<file path="src/hdl/gasp_pkg.sv">
package gasp_pkg;
  localparam int GridW = 8;
  localparam int GridH = 8;
  localparam int Cells = GridW * GridH;
  localparam int CW = $clog2(GridW);
  localparam int CI = $clog2(Cells);
  localparam int NW = $clog2(Cells + 1);
  localparam logic [15:0] StepStr = 16'd256;
  localparam logic [15:0] StepDiag = 16'd362;
  localparam logic [15:0] CostMax = 16'hffff;
  localparam logic FuncWrite = 1'b0;
  localparam logic FuncSearch = 1'b1;

  typedef enum logic [3:0] {
    S_IDLE, S_CLR, S_INIT, S_SCAN, S_SCANW, S_EXP, S_NRD, S_NWAIT, S_NUPD,
    S_TRD, S_TWAIT, S_ERD, S_EMIT, S_FAIL
  } state_t;

  function automatic logic [16*Cells-1:0] heur_gen();
    logic [16*Cells-1:0] tab;
    logic [31:0] n, s, t;
    tab = '0;
    for (int dx = 0; dx < GridW; dx++) begin
      for (int dy = 0; dy < GridH; dy++) begin
        n = 32'd65536 * 32'(dx * dx + dy * dy);
        s = 32'd0;
        for (int b = 15; b >= 0; b--) begin
          t = s | (32'd1 << b);
          if (t * t <= n) s = t;
        end
        if (n - s * s > s) s = s + 32'd1;
        tab[(dx * GridH + dy) * 16 +: 16] = s[15:0];
      end
    end
    return tab;
  endfunction

  localparam logic [16*Cells-1:0] HeurTab = heur_gen();

  function automatic logic [15:0] heur(input logic [CW-1:0] ax, input logic [CW-1:0] ay,
                                       input logic [CW-1:0] bx, input logic [CW-1:0] by);
    logic [CW-1:0] dx, dy;
    dx = (ax > bx) ? ax - bx : bx - ax;
    dy = (ay > by) ? ay - by : by - ay;
    return HeurTab[{dx, dy, 4'd0} +: 16];
  endfunction

  function automatic logic [15:0] sat_add(input logic [15:0] a, input logic [15:0] b);
    logic [16:0] s;
    s = {1'b0, a} + {1'b0, b};
    return s[16] ? CostMax : s[15:0];
  endfunction
endpackage

</file>
<file path="src/hdl/gasp_ram.sv">
module gasp_ram #(
  parameter int Width = 8,
  parameter int Depth = 64
) (
  input  logic                     clk,
  input  logic                     we,
  input  logic [$clog2(Depth)-1:0] waddr,
  input  logic [Width-1:0]         wdata,
  input  logic [$clog2(Depth)-1:0] raddr,
  output logic [Width-1:0]         rdata
);
  logic [Width-1:0] mem [Depth];
  always_ff @(posedge clk) begin
    if (we) mem[waddr] <= wdata;
    rdata <= mem[raddr];
  end
endmodule

</file>
<file path="src/hdl/grid_astar_path_search.sv">
// A* search over an 8x8 8-connected grid.
// Issue a word by raising start while busy is low. func 0 writes one wall bit
// (cell_x, cell_y, wall) and returns nothing; func 1 searches from start to goal.
// A search answers with one out_valid strobe per path cell, start first, the
// final strobe with out_last high. Without a path one strobe carries found=0.
// Path strobes cannot be held off by the receiver. Cost and parent data live in
// one RAM with a registered read port, the walls in a second RAM. Each expansion
// scans all 64 cells through the RAM read port, picks the open cell with the
// lowest f, then walks the 9 neighbor slots, reading cost and wall for each
// in-grid candidate that is not closed, and finishes. The parent chain is then
// reversed in place and the path is emitted from start to goal. A write leaves
// busy low, so a new word may follow at once.
// After reset the wall RAM is cleared one cell per cycle with busy high; open
// and closed flags are flip-flops cleared at each search start.
module grid_astar_path_search (
  input  logic                 clk,
  input  logic                 rst_n,
  input  logic                 start,
  output logic                 busy,
  input  logic                 in_func,
  input  logic [2:0]           in_cell_x,
  input  logic [2:0]           in_cell_y,
  input  logic                 in_wall,
  input  logic [2:0]           in_start_x,
  input  logic [2:0]           in_start_y,
  input  logic [2:0]           in_goal_x,
  input  logic [2:0]           in_goal_y,
  output logic                 out_valid,
  output logic [2:0]           out_path_x,
  output logic [2:0]           out_path_y,
  output logic                 out_found,
  output logic                 out_last
);
  import gasp_pkg::*;

  state_t state_r, state_nxt;
  logic [Cells-1:0] open_r, open_nxt, closed_r, closed_nxt;
  logic [NW-1:0] cnt_r, cnt_nxt;
  logic [CI-1:0] start_r, start_nxt, goal_r, goal_nxt, best_r, best_nxt;
  logic [CI-1:0] cur_r, cur_nxt;
  logic [15:0] bestf_r, bestf_nxt, bestg_r, bestg_nxt;
  logic have_r, have_nxt;
  logic [3:0] nb_r, nb_nxt;
  logic [CI-1:0] nc_r, nc_nxt;
  logic [NW-1:0] plen_r, plen_nxt;

  logic cw_we;
  logic [CI-1:0] cw_waddr, c_raddr;
  logic [37:0] cw_wdata, c_rdata;
  logic w_we, w_rdata;
  logic [CI-1:0] w_waddr, w_raddr;
  logic w_wdata;

  gasp_ram #(.Width(38), .Depth(Cells)) u_cost (
    .clk, .we(cw_we), .waddr(cw_waddr), .wdata(cw_wdata), .raddr(c_raddr), .rdata(c_rdata)
  );
  gasp_ram #(.Width(1), .Depth(Cells)) u_wall (
    .clk, .we(w_we), .waddr(w_waddr), .wdata(w_wdata), .raddr(w_raddr), .rdata(w_rdata)
  );

  logic [15:0] rd_g, rd_f;
  logic [CI-1:0] rd_p;
  assign rd_g = c_rdata[37:22];
  assign rd_f = c_rdata[21:6];
  assign rd_p = c_rdata[5:0];

  logic [CI-1:0] scan_c;
  logic [2:0] bx, by, gx, gy, nxv, nyv;
  logic signed [4:0] ddx, ddy, nxs, nys;
  logic nb_ok, diag;
  logic [15:0] tg;

  assign scan_c = {cnt_r[2:0], cnt_r[5:3]};
  assign bx = best_r[2:0];
  assign by = best_r[5:3];
  assign gx = goal_r[2:0];
  assign gy = goal_r[5:3];

  always_comb begin
    case (nb_r)
      4'd0: begin ddx = -5'sd1; ddy = -5'sd1; end
      4'd1: begin ddx = -5'sd1; ddy = 5'sd0; end
      4'd2: begin ddx = -5'sd1; ddy = 5'sd1; end
      4'd3: begin ddx = 5'sd0; ddy = -5'sd1; end
      4'd4: begin ddx = 5'sd0; ddy = 5'sd0; end
      4'd5: begin ddx = 5'sd0; ddy = 5'sd1; end
      4'd6: begin ddx = 5'sd1; ddy = -5'sd1; end
      4'd7: begin ddx = 5'sd1; ddy = 5'sd0; end
      4'd8: begin ddx = 5'sd1; ddy = 5'sd1; end
      default: begin ddx = 5'sd0; ddy = 5'sd0; end
    endcase
  end

  assign nxs = $signed({2'b00, bx}) + ddx;
  assign nys = $signed({2'b00, by}) + ddy;
  assign nxv = nxs[2:0];
  assign nyv = nys[2:0];
  assign nb_ok = (nxs >= 5'sd0) && (nxs < 5'sd8) && (nys >= 5'sd0) && (nys < 5'sd8) &&
                 (nb_r != 4'd4);
  assign diag = (ddx != 5'sd0) && (ddy != 5'sd0);
  assign tg = sat_add(bestg_r, diag ? StepDiag : StepStr);

  always_ff @(posedge clk) begin
    if (!rst_n) begin
      state_r <= S_CLR;
      open_r <= '0;
      closed_r <= '0;
      cnt_r <= '0;
    end else begin
      state_r <= state_nxt;
      open_r <= open_nxt;
      closed_r <= closed_nxt;
      cnt_r <= cnt_nxt;
    end
    start_r <= start_nxt;
    goal_r <= goal_nxt;
    best_r <= best_nxt;
    cur_r <= cur_nxt;
    bestf_r <= bestf_nxt;
    bestg_r <= bestg_nxt;
    have_r <= have_nxt;
    nb_r <= nb_nxt;
    nc_r <= nc_nxt;
    plen_r <= plen_nxt;
  end

  always_comb begin
    state_nxt = state_r;
    open_nxt = open_r;
    closed_nxt = closed_r;
    cnt_nxt = cnt_r;
    start_nxt = start_r;
    goal_nxt = goal_r;
    best_nxt = best_r;
    cur_nxt = cur_r;
    bestf_nxt = bestf_r;
    bestg_nxt = bestg_r;
    have_nxt = have_r;
    nb_nxt = nb_r;
    nc_nxt = nc_r;
    plen_nxt = plen_r;
    cw_we = 1'b0;
    cw_waddr = nc_r;
    cw_wdata = '0;
    c_raddr = scan_c;
    w_we = 1'b0;
    w_waddr = {in_cell_y, in_cell_x};
    w_wdata = in_wall;
    w_raddr = {nyv, nxv};
    busy = 1'b1;
    out_valid = 1'b0;
    out_path_x = '0;
    out_path_y = '0;
    out_found = 1'b0;
    out_last = 1'b0;
    case (state_r)
      S_CLR: begin
        w_we = 1'b1;
        w_waddr = cnt_r[CI-1:0];
        w_wdata = 1'b0;
        cnt_nxt = cnt_r + 1'b1;
        if (cnt_r == NW'(Cells - 1)) state_nxt = S_IDLE;
      end
      S_IDLE: begin
        busy = 1'b0;
        if (start) begin
          if (in_func == FuncWrite) begin
            w_we = 1'b1;
          end else begin
            start_nxt = {in_start_y, in_start_x};
            goal_nxt = {in_goal_y, in_goal_x};
            state_nxt = S_INIT;
          end
        end
      end
      S_INIT: begin
        open_nxt = '0;
        closed_nxt = '0;
        open_nxt[start_r] = 1'b1;
        cw_we = 1'b1;
        cw_waddr = start_r;
        cw_wdata = {16'd0, heur(start_r[2:0], start_r[5:3], gx, gy), 6'd0};
        cnt_nxt = '0;
        have_nxt = 1'b0;
        state_nxt = S_SCAN;
      end
      S_SCAN: begin
        cur_nxt = scan_c;
        cnt_nxt = cnt_r + 1'b1;
        state_nxt = S_SCANW;
      end
      S_SCANW: begin
        if (open_r[cur_r] && (!have_r || rd_f < bestf_r)) begin
          have_nxt = 1'b1;
          best_nxt = cur_r;
          bestf_nxt = rd_f;
          bestg_nxt = rd_g;
        end
        cur_nxt = scan_c;
        cnt_nxt = cnt_r + 1'b1;
        if (cnt_r == NW'(Cells)) state_nxt = S_EXP;
      end
      S_EXP: begin
        if (!have_r) state_nxt = S_FAIL;
        else if (best_r == goal_r) begin
          cur_nxt = goal_r;
          nc_nxt = goal_r;
          plen_nxt = '0;
          state_nxt = S_TRD;
        end else begin
          open_nxt[best_r] = 1'b0;
          closed_nxt[best_r] = 1'b1;
          nb_nxt = '0;
          state_nxt = S_NRD;
        end
      end
      S_NRD: begin
        if (nb_r == 4'd9) begin
          cnt_nxt = '0;
          have_nxt = 1'b0;
          state_nxt = S_SCAN;
        end else if (!nb_ok || closed_r[{nyv, nxv}]) begin
          nb_nxt = nb_r + 1'b1;
        end else begin
          c_raddr = {nyv, nxv};
          nc_nxt = {nyv, nxv};
          state_nxt = S_NWAIT;
        end
      end
      S_NWAIT: begin
        c_raddr = nc_r;
        state_nxt = S_NUPD;
      end
      S_NUPD: begin
        if (!w_rdata && (!open_r[nc_r] || tg < rd_g)) begin
          open_nxt[nc_r] = 1'b1;
          cw_we = 1'b1;
          cw_waddr = nc_r;
          cw_wdata = {tg, sat_add(tg, heur(nxv, nyv, gx, gy)), best_r};
        end
        nb_nxt = nb_r + 1'b1;
        state_nxt = S_NRD;
      end
      S_TRD: begin
        plen_nxt = plen_r + 1'b1;
        if (cur_r == start_r) begin
          cw_we = 1'b1;
          cw_waddr = cur_r;
          cw_wdata = {32'd0, nc_r};
          state_nxt = S_ERD;
        end else if (plen_r == NW'(Cells - 1)) begin
          state_nxt = S_FAIL;
        end else begin
          c_raddr = cur_r;
          state_nxt = S_TWAIT;
        end
      end
      S_TWAIT: begin
        cw_we = 1'b1;
        cw_waddr = cur_r;
        cw_wdata = {32'd0, nc_r};
        nc_nxt = cur_r;
        cur_nxt = rd_p;
        state_nxt = S_TRD;
      end
      S_ERD: begin
        c_raddr = cur_r;
        state_nxt = S_EMIT;
      end
      S_EMIT: begin
        out_valid = 1'b1;
        out_path_x = cur_r[2:0];
        out_path_y = cur_r[5:3];
        out_found = 1'b1;
        out_last = (cur_r == goal_r);
        cur_nxt = rd_p;
        if (cur_r == goal_r) state_nxt = S_IDLE;
        else state_nxt = S_ERD;
      end
      S_FAIL: begin
        out_valid = 1'b1;
        out_last = 1'b1;
        state_nxt = S_IDLE;
      end
      default: state_nxt = S_IDLE;
    endcase
  end

  a_no_valid_idle: assert property (@(posedge clk) disable iff (!rst_n)
    !busy |-> !out_valid) else $error("strobe while idle");
  a_fail_last: assert property (@(posedge clk) disable iff (!rst_n)
    (out_valid && !out_found) |-> out_last) else $error("fail not last");
  a_last_idle: assert property (@(posedge clk) disable iff (!rst_n)
    (out_valid && out_last) |=> !out_valid) else $error("strobe after last");
  a_closed_open: assert property (@(posedge clk) disable iff (!rst_n)
    (state_r == S_NRD) |-> !open_r[best_r]) else $error("expanded cell still open");
endmodule
</file>
<file path="config.mk">
export PLATFORM = sky130hd
export DESIGN_NAME = grid_astar_path_search
export DESIGN_NICKNAME = d
export VERILOG_FILES = /design/src/hdl/gasp_pkg.sv /design/src/hdl/gasp_ram.sv /design/src/hdl/grid_astar_path_search.sv
export SDC_FILE = /design/constraint.sdc
export NUM_CORES = 2
export LEC_CHECK = 0
export ABC_AREA = 1
export ABC_CLOCK_PERIOD_IN_PS = 26200
export BUFFER_PORTS_ARGS = -buffer_cell sky130_fd_sc_hd__buf_2
export CAP_MARGIN = 20
export CORE_ASPECT_RATIO = 1.25
export CORE_MARGIN = 5
export CORE_UTILIZATION = 50
export CTS_BUF_LIST = sky130_fd_sc_hd__clkbuf_4
export CTS_CLUSTER_SIZE = 12
export DETAILED_ROUTE_END_ITERATION = 10
export PLACE_DENSITY = 0.65
export SLEW_MARGIN = 20
export SYNTH_ARGS = -nofsm -noshare
export SYNTH_HDL_FRONTEND = slang
export SYNTH_SLANG_ARGS = --single-unit
</file>
<file path="constraint.sdc">
create_clock -name clk -period 26.2 [get_ports clk]
set_input_delay 2.62 -clock clk [delete_from_list [all_inputs] [get_ports clk]]
set_output_delay 2.62 -clock clk [all_outputs]
set_load 0.01 [all_outputs]
</file>
* After elaboration in Yosys (flattened, before gate mapping)
Memory sizes are Yosys's and may differ from the RTL's. A register that Yosys moved wholly into a read port is not among the register bits. Cells that the tools add are included.
Word-level totals: bits in registers 213, bits in latches 0, bits in writable memories 2496, bits in read-only memories 160, input port bits 23, output and inout port bits 10, logic and storage cells 221, memories kept 3
Memories:
- u_cost.mem | depth 64, bits a word 38, rd ports 1, clocked after memory_dff 1, write ports 1, line gasp_ram.sv:12 | logic [Width-1:0] mem [Depth];
- (name not given) | depth 16, bits a word 10, rd ports 1, clocked after memory_dff 1, write ports 0, line grid_astar_path_search.sv:80 | case (nb_r)
- u_wall.mem | depth 64, bits a word 1, rd ports 1, clocked after memory_dff 1, write ports 1, line gasp_ram.sv:12
Cells by class: $add $sub $neg 15, multiply operators 0, divide/modulo/power cells 0, magnitude comparators 18, equal/unequal tests 35, shifts and indexed selects 2, multiplexer cells 86, bitwise logic cells 4, reduce and logical (&&, ||, !) cells 44
Operator list (count):
- indexed part select 1024 x 11 -> 16 bit, first input constant | 2
- two-way mux 64 bit | 5
- one-hot mux 64 bit (3 select lines) | 1
- one-hot mux 38 bit (4 select lines) | 1
- OR 64 bit | 2
- one-hot mux 64 bit (2 select lines) | 1
- two-way mux 6 bit | 11
- bitwise AND 64 bit | 1
- inverter 64 bit | 1
- two-way mux 4 bit | 14
- one-hot mux 6 bit (3 select lines) | 3
- one-hot mux 4 bit (13 select lines) | 1
- two-way mux 38 bit | 1
- less-than comparator 6 x 7 -> 1 bit, second input constant | 5
- less-than comparator 16 bit | 2
- two-way mux 16 bit | 2
- equality test 4 bit, second input constant | 7
- two-way mux 7 bit | 4
- inequality test 2 bit, second input constant | 13
- two-way mux 3 bit | 8
- one-hot mux 6 bit (4 select lines) | 1
- subtractor 3 bit | 8
- one-hot mux 7 bit (3 select lines) | 1
- two-way mux 1 bit | 20
- 36 further kinds | 89

* Longest topological paths before layout
depth in word-level cells 12, mapped depth 40, mapped depth without buffers 39

* Modules after synthesis
A second synthesis with hierarchy kept.
Unflattened totals: cells, all modules 11096, area total of the unflattened synthesis 118631.3 um2
Modules (own cells, without submodules):
- gasp_ram at u_cost | times used 1, cells each 8028, area an instance 97875.1 um2, seq. area each 73790.8 um2
- grid_astar_path_search | times used 1, cells each 2754, area an instance 17710.7 um2, seq. area each 5084.9 um2
- gasp_ram at u_wall | times used 1, cells each 314, area an instance 3045.4 um2, seq. area each 1941.9 um2

* Worst setup path before layout
OpenSTA, ideal clock, no wires.
path type register to register, start point register best_r[3], end point memory u_cost.mem[0][20] (data pin), arrival 8311 ps, data required time 25479 ps, path slack 17168 ps, cell stages (with the launch flop) 36, path buffers 0, cell sequence edfxtp_1 > ha_1 > fa_1 > xor2_1 > inv_1 > ha_1 > nand2_1 > o21ai_0 > nand2_1 > o21ai_1 > inv_1 > ha_1 > nor2_1 > inv_1 > nand2_1 > nor2_1 > a31oi_1 > o221ai_1 > o21ai_0 > inv_1 > ha_1 > fa_1 > nand2_1 > inv_1 > o21a_1 > nor2_1 > o21ai_0 > inv_1 > o21ai_0 > inv_1 > o21ai_0 > inv_1 > o21ai_0 > nand2_1 > nor2_1 > a211oi_1
Between the ends: cells in the longest elaborated chain, start to end 8
RTL lines:
- from (decl) | line grid_astar_path_search.sv:39 | logic [CI-1:0] start_r, start_nxt, goal_r, goal_nxt, best_r, best_nxt;
- from (signal assigned) | line grid_astar_path_search.sv:117 | best_r <= best_nxt;
- adder 4 x 5 -> 5 bit * | line grid_astar_path_search.sv:95 | assign nys = $signed({2'b00, by}) + ddy;
- subtractor 3 bit or greater-than comparator 3 bit (tied branches) | line gasp_pkg.sv:44 | dy = (ay > by) ? ay - by : by - ay;
- two-way mux 3 bit * | line gasp_pkg.sv:44
- indexed part select 1024 x 11 -> 16 bit * | line gasp_pkg.sv:45 | return HeurTab[{dx, dy, 4'd0} +: 16];
- adder 16 x 16 -> 17 bit * | line gasp_pkg.sv:50 | s = {1'b0, a} + {1'b0, b};
- two-way mux 16 bit * | line gasp_pkg.sv:51 | return s[16] ? CostMax : s[15:0];
- two-way mux 38 bit * | line grid_astar_path_search.sv:235 | if (!w_rdata && (!open_r[nc_r] || tg < rd_g)) begin
- one-hot mux 38 bit (4 select lines) * | line grid_astar_path_search.sv:156 | case (state_r)
- via cw_wdata[20] | line grid_astar_path_search.sv:49 | logic [37:0] cw_wdata, c_rdata;
- to (decl) | line gasp_ram.sv:12
Mark *: on every way through the listed nets, which the timed path passes. The rest lies on a longest branch.

* Final worst setup path
start point register best_r[3], end point memory u_cost.mem[21][14] (data pin)
The elaborated chain is that of the path after synthesis.

==> key figures <==
Run status
  • Status: finished, final reports clean

Layout
  • Nets: 12710
  • Commonest non-fill, non-tap cell in the layout: nand2_1
  • Synthesis-to-finish area growth: 9.533%
  • Final instance area: 138000 µm²
  • # fillers: 21940
  • Multi-input gate area: between 30000 and 40000 µm²
  • Layout cell share with drive strength beyond 1: 11.25%
  • Final core occ: 54.92%
  • Non-filler instance count after layout: around 16000
  • Commonest cells after routing, fill and taps aside: nand2_1 (2825), nand3_1 (2794), edfxtp_1 (2570), inv_1 (1238), clkbuf_4 (982)
  • Seq. cell area: 80820 µm²

Critical path
  • Setup CP Type: flop to flop
  • Max stage delay on crit path: between 0.5 and 0.6 ns
  • Startpoint types: flop
  • Worst R2R End: u_cost.mem[21][14]$_DFFE_PP_
  • CP Max Fanout: 40
  • Crit path DAT: around 10 ns
  • Cell depth of the worst flop-to-flop path: 41
  • Critical Path Most Common Cell: inv_1
  • CP Capture Type: flop
  • RR Startpoint: best_r[3]$_DFFE_PP_
  • Slowest-stage cell, CP: buf_4
  • Crit path required time: 27.21 ns
  • Reg2reg setup slack: about 17 ns

Worst hold path
  • WHS Path Cells: 0
  • Worst hold start: u_cost.rdata[33]$_DFF_P_
  • Hold worst-path end: bestg_r[11]$_DFFE_PP_
  • HP Class: flop to flop

Timing
  • Tmin final: 9.205 ns
  • RSZ-0062 raised after global routing: no
  • Sum Neg Setup Slack: 0 ns
  • Max_slew headroom: between 10% and 20%
  • Final hold violation count: 0
  • Worst-margin pin slew: 1.252 ns
  • Fmax: 108.6 MHz
  • Final period utilization: 35.13%
  • Final Setup Violations: 0
  • Clk_skew: approximately 0.11 ns
  • Pins over their slew limit: 0

Drt
  • Highest routed layer: met5
  • Drt pass-1 iters: 7
  • Met1 WL: around 150000 µm
  • Antenna Nets Post-Route: 0
  • Initial DRC count: 11450
  • Post-route DRC: 0
  • DR vias: 97210
  • Vias per Instance: roughly 6
  • WL met2: 198000 µm
  • Met3 WL post-DR: ~37000 µm
  • Routed wire per std cell: 25.19 µm
  • Final wirelength: slightly above 400000 µm

Yosys
  • Synth Area in Adders: 1.178%
  • Synth async-reset ratio: 0%
  • Mux contribution to synthesized area: less than 1%
  • Sequential share of the synthesized area: roughly 64%
  • Syn_nets: 12550
  • Yosys reg bits: 2752
  • Post-Synth XOR/XNOR Area: less than 1%
  • Syn Area/Cell: between 10 and 15 µm²
  • Simple-gate share of the synthesized area: 24.46%
  • Warnings, synthesis: 0
  • Top cell type's share of synthesized area: 61.25%
  • Cell Area, Synth: about 130000 µm²
  • Top_reg_cell synth: edfxtp_1
  • Post-synth EDFFs: 2570
  • Cell taking the most area after synthesis: edfxtp_1
  • Ranking of synthesized cells by area: edfxtp_1 (61%), nand3_1 (11%), nand2_1 (8.5%), inv_1 (3.7%), dfxtp_1 (2.9%)
  • Netlist cell types: 61
  • Compound-Gate Fraction of Synth Area: under 10%
  • Largest family of logic cells by synthesized area: simple AND/OR/NAND/NOR gates
  • Cells after Synth: roughly 12000

Power and ir drop
  • Register share of total power: 37.6%
  • Tot Pwr: around 0.013 W
  • Internal power: between 0.007 and 0.008 W
  • Clock power share: 27.0%
  • Sw Ratio: 40.25%
  • Max rail drop VDD: 0.07695 mV
  • Pwr Density: 95.71 nW/µm²
  • Combinational power share: 35.4%
  • Leak: 53.20 nW
  • Psw: 0.005317 W

CTS
  • Clk root buf: clkbuf_4
  • CTS buffer count: 685
  • Cts repair resizes: 0
  • H-tree level count: 6
  • Setup Buffers After CTS: 0
  • Post-CTS Hold Buffers: 0
  • Clock Latency Late Sink: about 1.4 ns
  • CTS tree: done
  • CTS Buffer Depth: 4
  • Clock transition at path regs: roughly 0.07 ns
  • Clock Sinks: 2752

Placement
  • Post-DP HPWL: approximately 230000 µm
  • Placed cells: between 15000 and 20000
  • GP Congestion: 0.9404
  • Placed Area: ~130000 µm²
  • IO Port Bufs: 32

Floorplan
  • IO Pins: 33
  • Num rows: 206
  • Starting Density: about half
  • Die width: 459.0 µm
  • Die Ht: 571.3 µm
  • DIE AREA: ~260000 µm²
  • Core area: 251300 µm²

Global route
  • Largest net degree at the start of global routing: 174
  • All-Layer GR Usage: 30.61%
  • Grt ovf: 0
  • Vias in the first global route: approximately 94000
  • Initial antenna violation count: 19
  • Global-route wire length before repair: 603700 µm

Flow run
  • Max-cap violations: 0
==> area by class of cell <==
| class | instances | share of cell area (%) |
|---|---|---|
| Sequential cell | 2752 | 58.56 |
| Timing Repair Buffer | 269 | 1.476 |
| Clock inverter | 194 | 0.7860 |
| Tap cell | 3328 | 3.017 |
| Inverter | 1260 | 3.440 |
| Multi-Input combinational cell | 7606 | 27.35 |
| Clock buffer | 982 | 5.341 |
| Antenna cell | 16 | 0.02901 |
==> worst max path at each step <==
stage | start | endpoint | slack, ns
floorplan | best_r[3]$_DFFE_PP_ | u_cost.mem[0][20]$_DFFE_PP_ | 17.17
CTS | best_r[3]$_DFFE_PP_ | u_cost.mem[21][14]$_DFFE_PP_ | 17.00
detailed placement | best_r[3]$_DFFE_PP_ | u_cost.mem[4][14]$_DFFE_PP_ | 17.12
global placement | best_r[3]$_DFFE_PP_ | u_cost.mem[4][14]$_DFFE_PP_ | 16.68
global route | best_r[3]$_DFFE_PP_ | u_cost.mem[21][11]$_DFFE_PP_ | 16.29
finish | best_r[3]$_DFFE_PP_ | u_cost.mem[21][14]$_DFFE_PP_ | 16.99
==> power groups by stage <==
stage | clock network (W) | registers, W | logic, W
after floorplan | 0 | 0.00502 | 0.00292
after global placement | 0 | 0.00505 | 0.00463
after detailed placement | 0 | 0.00506 | 0.00460
after CTS | 0.00364 | 0.00496 | 0.00462
after global routing | 0.00387 | 0.00496 | 0.00505
final | 0.00357 | 0.00496 | 0.00468
==> sequential cells by signal, indices dropped and copies added (netlist names), 4 cells and up <==
signal        flops
cur_r             6
bestf_r          16
u_wall.mem       64
goal_r            6
nb_r              4
state_r           4
best_r            6
u_cost.rdata     38
bestg_r          16
open_r           64
nc_r              6
u_cost.mem     2432
closed_r         64
start_r           6
cnt_r             7
plen_r            7
==> synth_stat cells (all sizes together), types with 2 or more instances <==
cell	count
nand2	2838
nand3	2794
edfxtp	2570
inv	1252
nor2	557
buf	492
nand3b	462
clkbuf	302
o21ai	237
a21oi	228
dfxtp	182
ha	101
nor3	61
o221ai	40
o22ai	37
a31oi	33
o211ai	33
a22oi	19
nand4	19
a211oi	17
a221oi	17
or2	17
fa	11
xor2	11
o21bai	9
clkinv	8
o311ai	8
xnor2	6
a2111oi	5
nor4	5
o2111ai	5
o32ai	5
o21a	4
o31ai	4
a311oi	3
a21o	2
a22o	2
a32oi	2
a41oi	2
mux2	2
nor3b	2
o221a	2
o41ai	2
==> through the flow <==
stage / setup WS [ns] / hold WS, ns
finish: 16.99 / 0.4187
global route: 16.29 / 0.4452
CTS: 17.00 / 0.4247
detailed placement: 17.12 / 0.4228
global placement: 16.68 / 0.4125
floorplan: 17.17 / 0.4030
==> cell families after synthesis <==
family | count (synthesis)
and+or+nand+nor | 6755
DFF | 2752
buffers and inverters | 2054
AOI/OAI and AO/OA | 720
adders and majority gates | 112
xor gates and xnor gates | 17
muxes | 2
==> layer usage <==
metal,vias to the layer above,track usage [%]
met2,5415,50.48
li1,43500,-
met5,-,0
met3,1192,5.347
met4,4,18.49
met1,47090,37.90
==> worst max-delay path, delay by kind of cell (launching register included) <==
kind | cells | cell delay [ns]
DFF | 1 | 0.50
and+or+nand+nor | 12 | 1.60
buffers and inverters | 11 | 2.00
xor gates and xnor gates | 1 | 0.49
AOI/OAI and AO/OA | 11 | 2.43
adders and majority gates | 6 | 1.78
(Power assumes the default switching activity.)
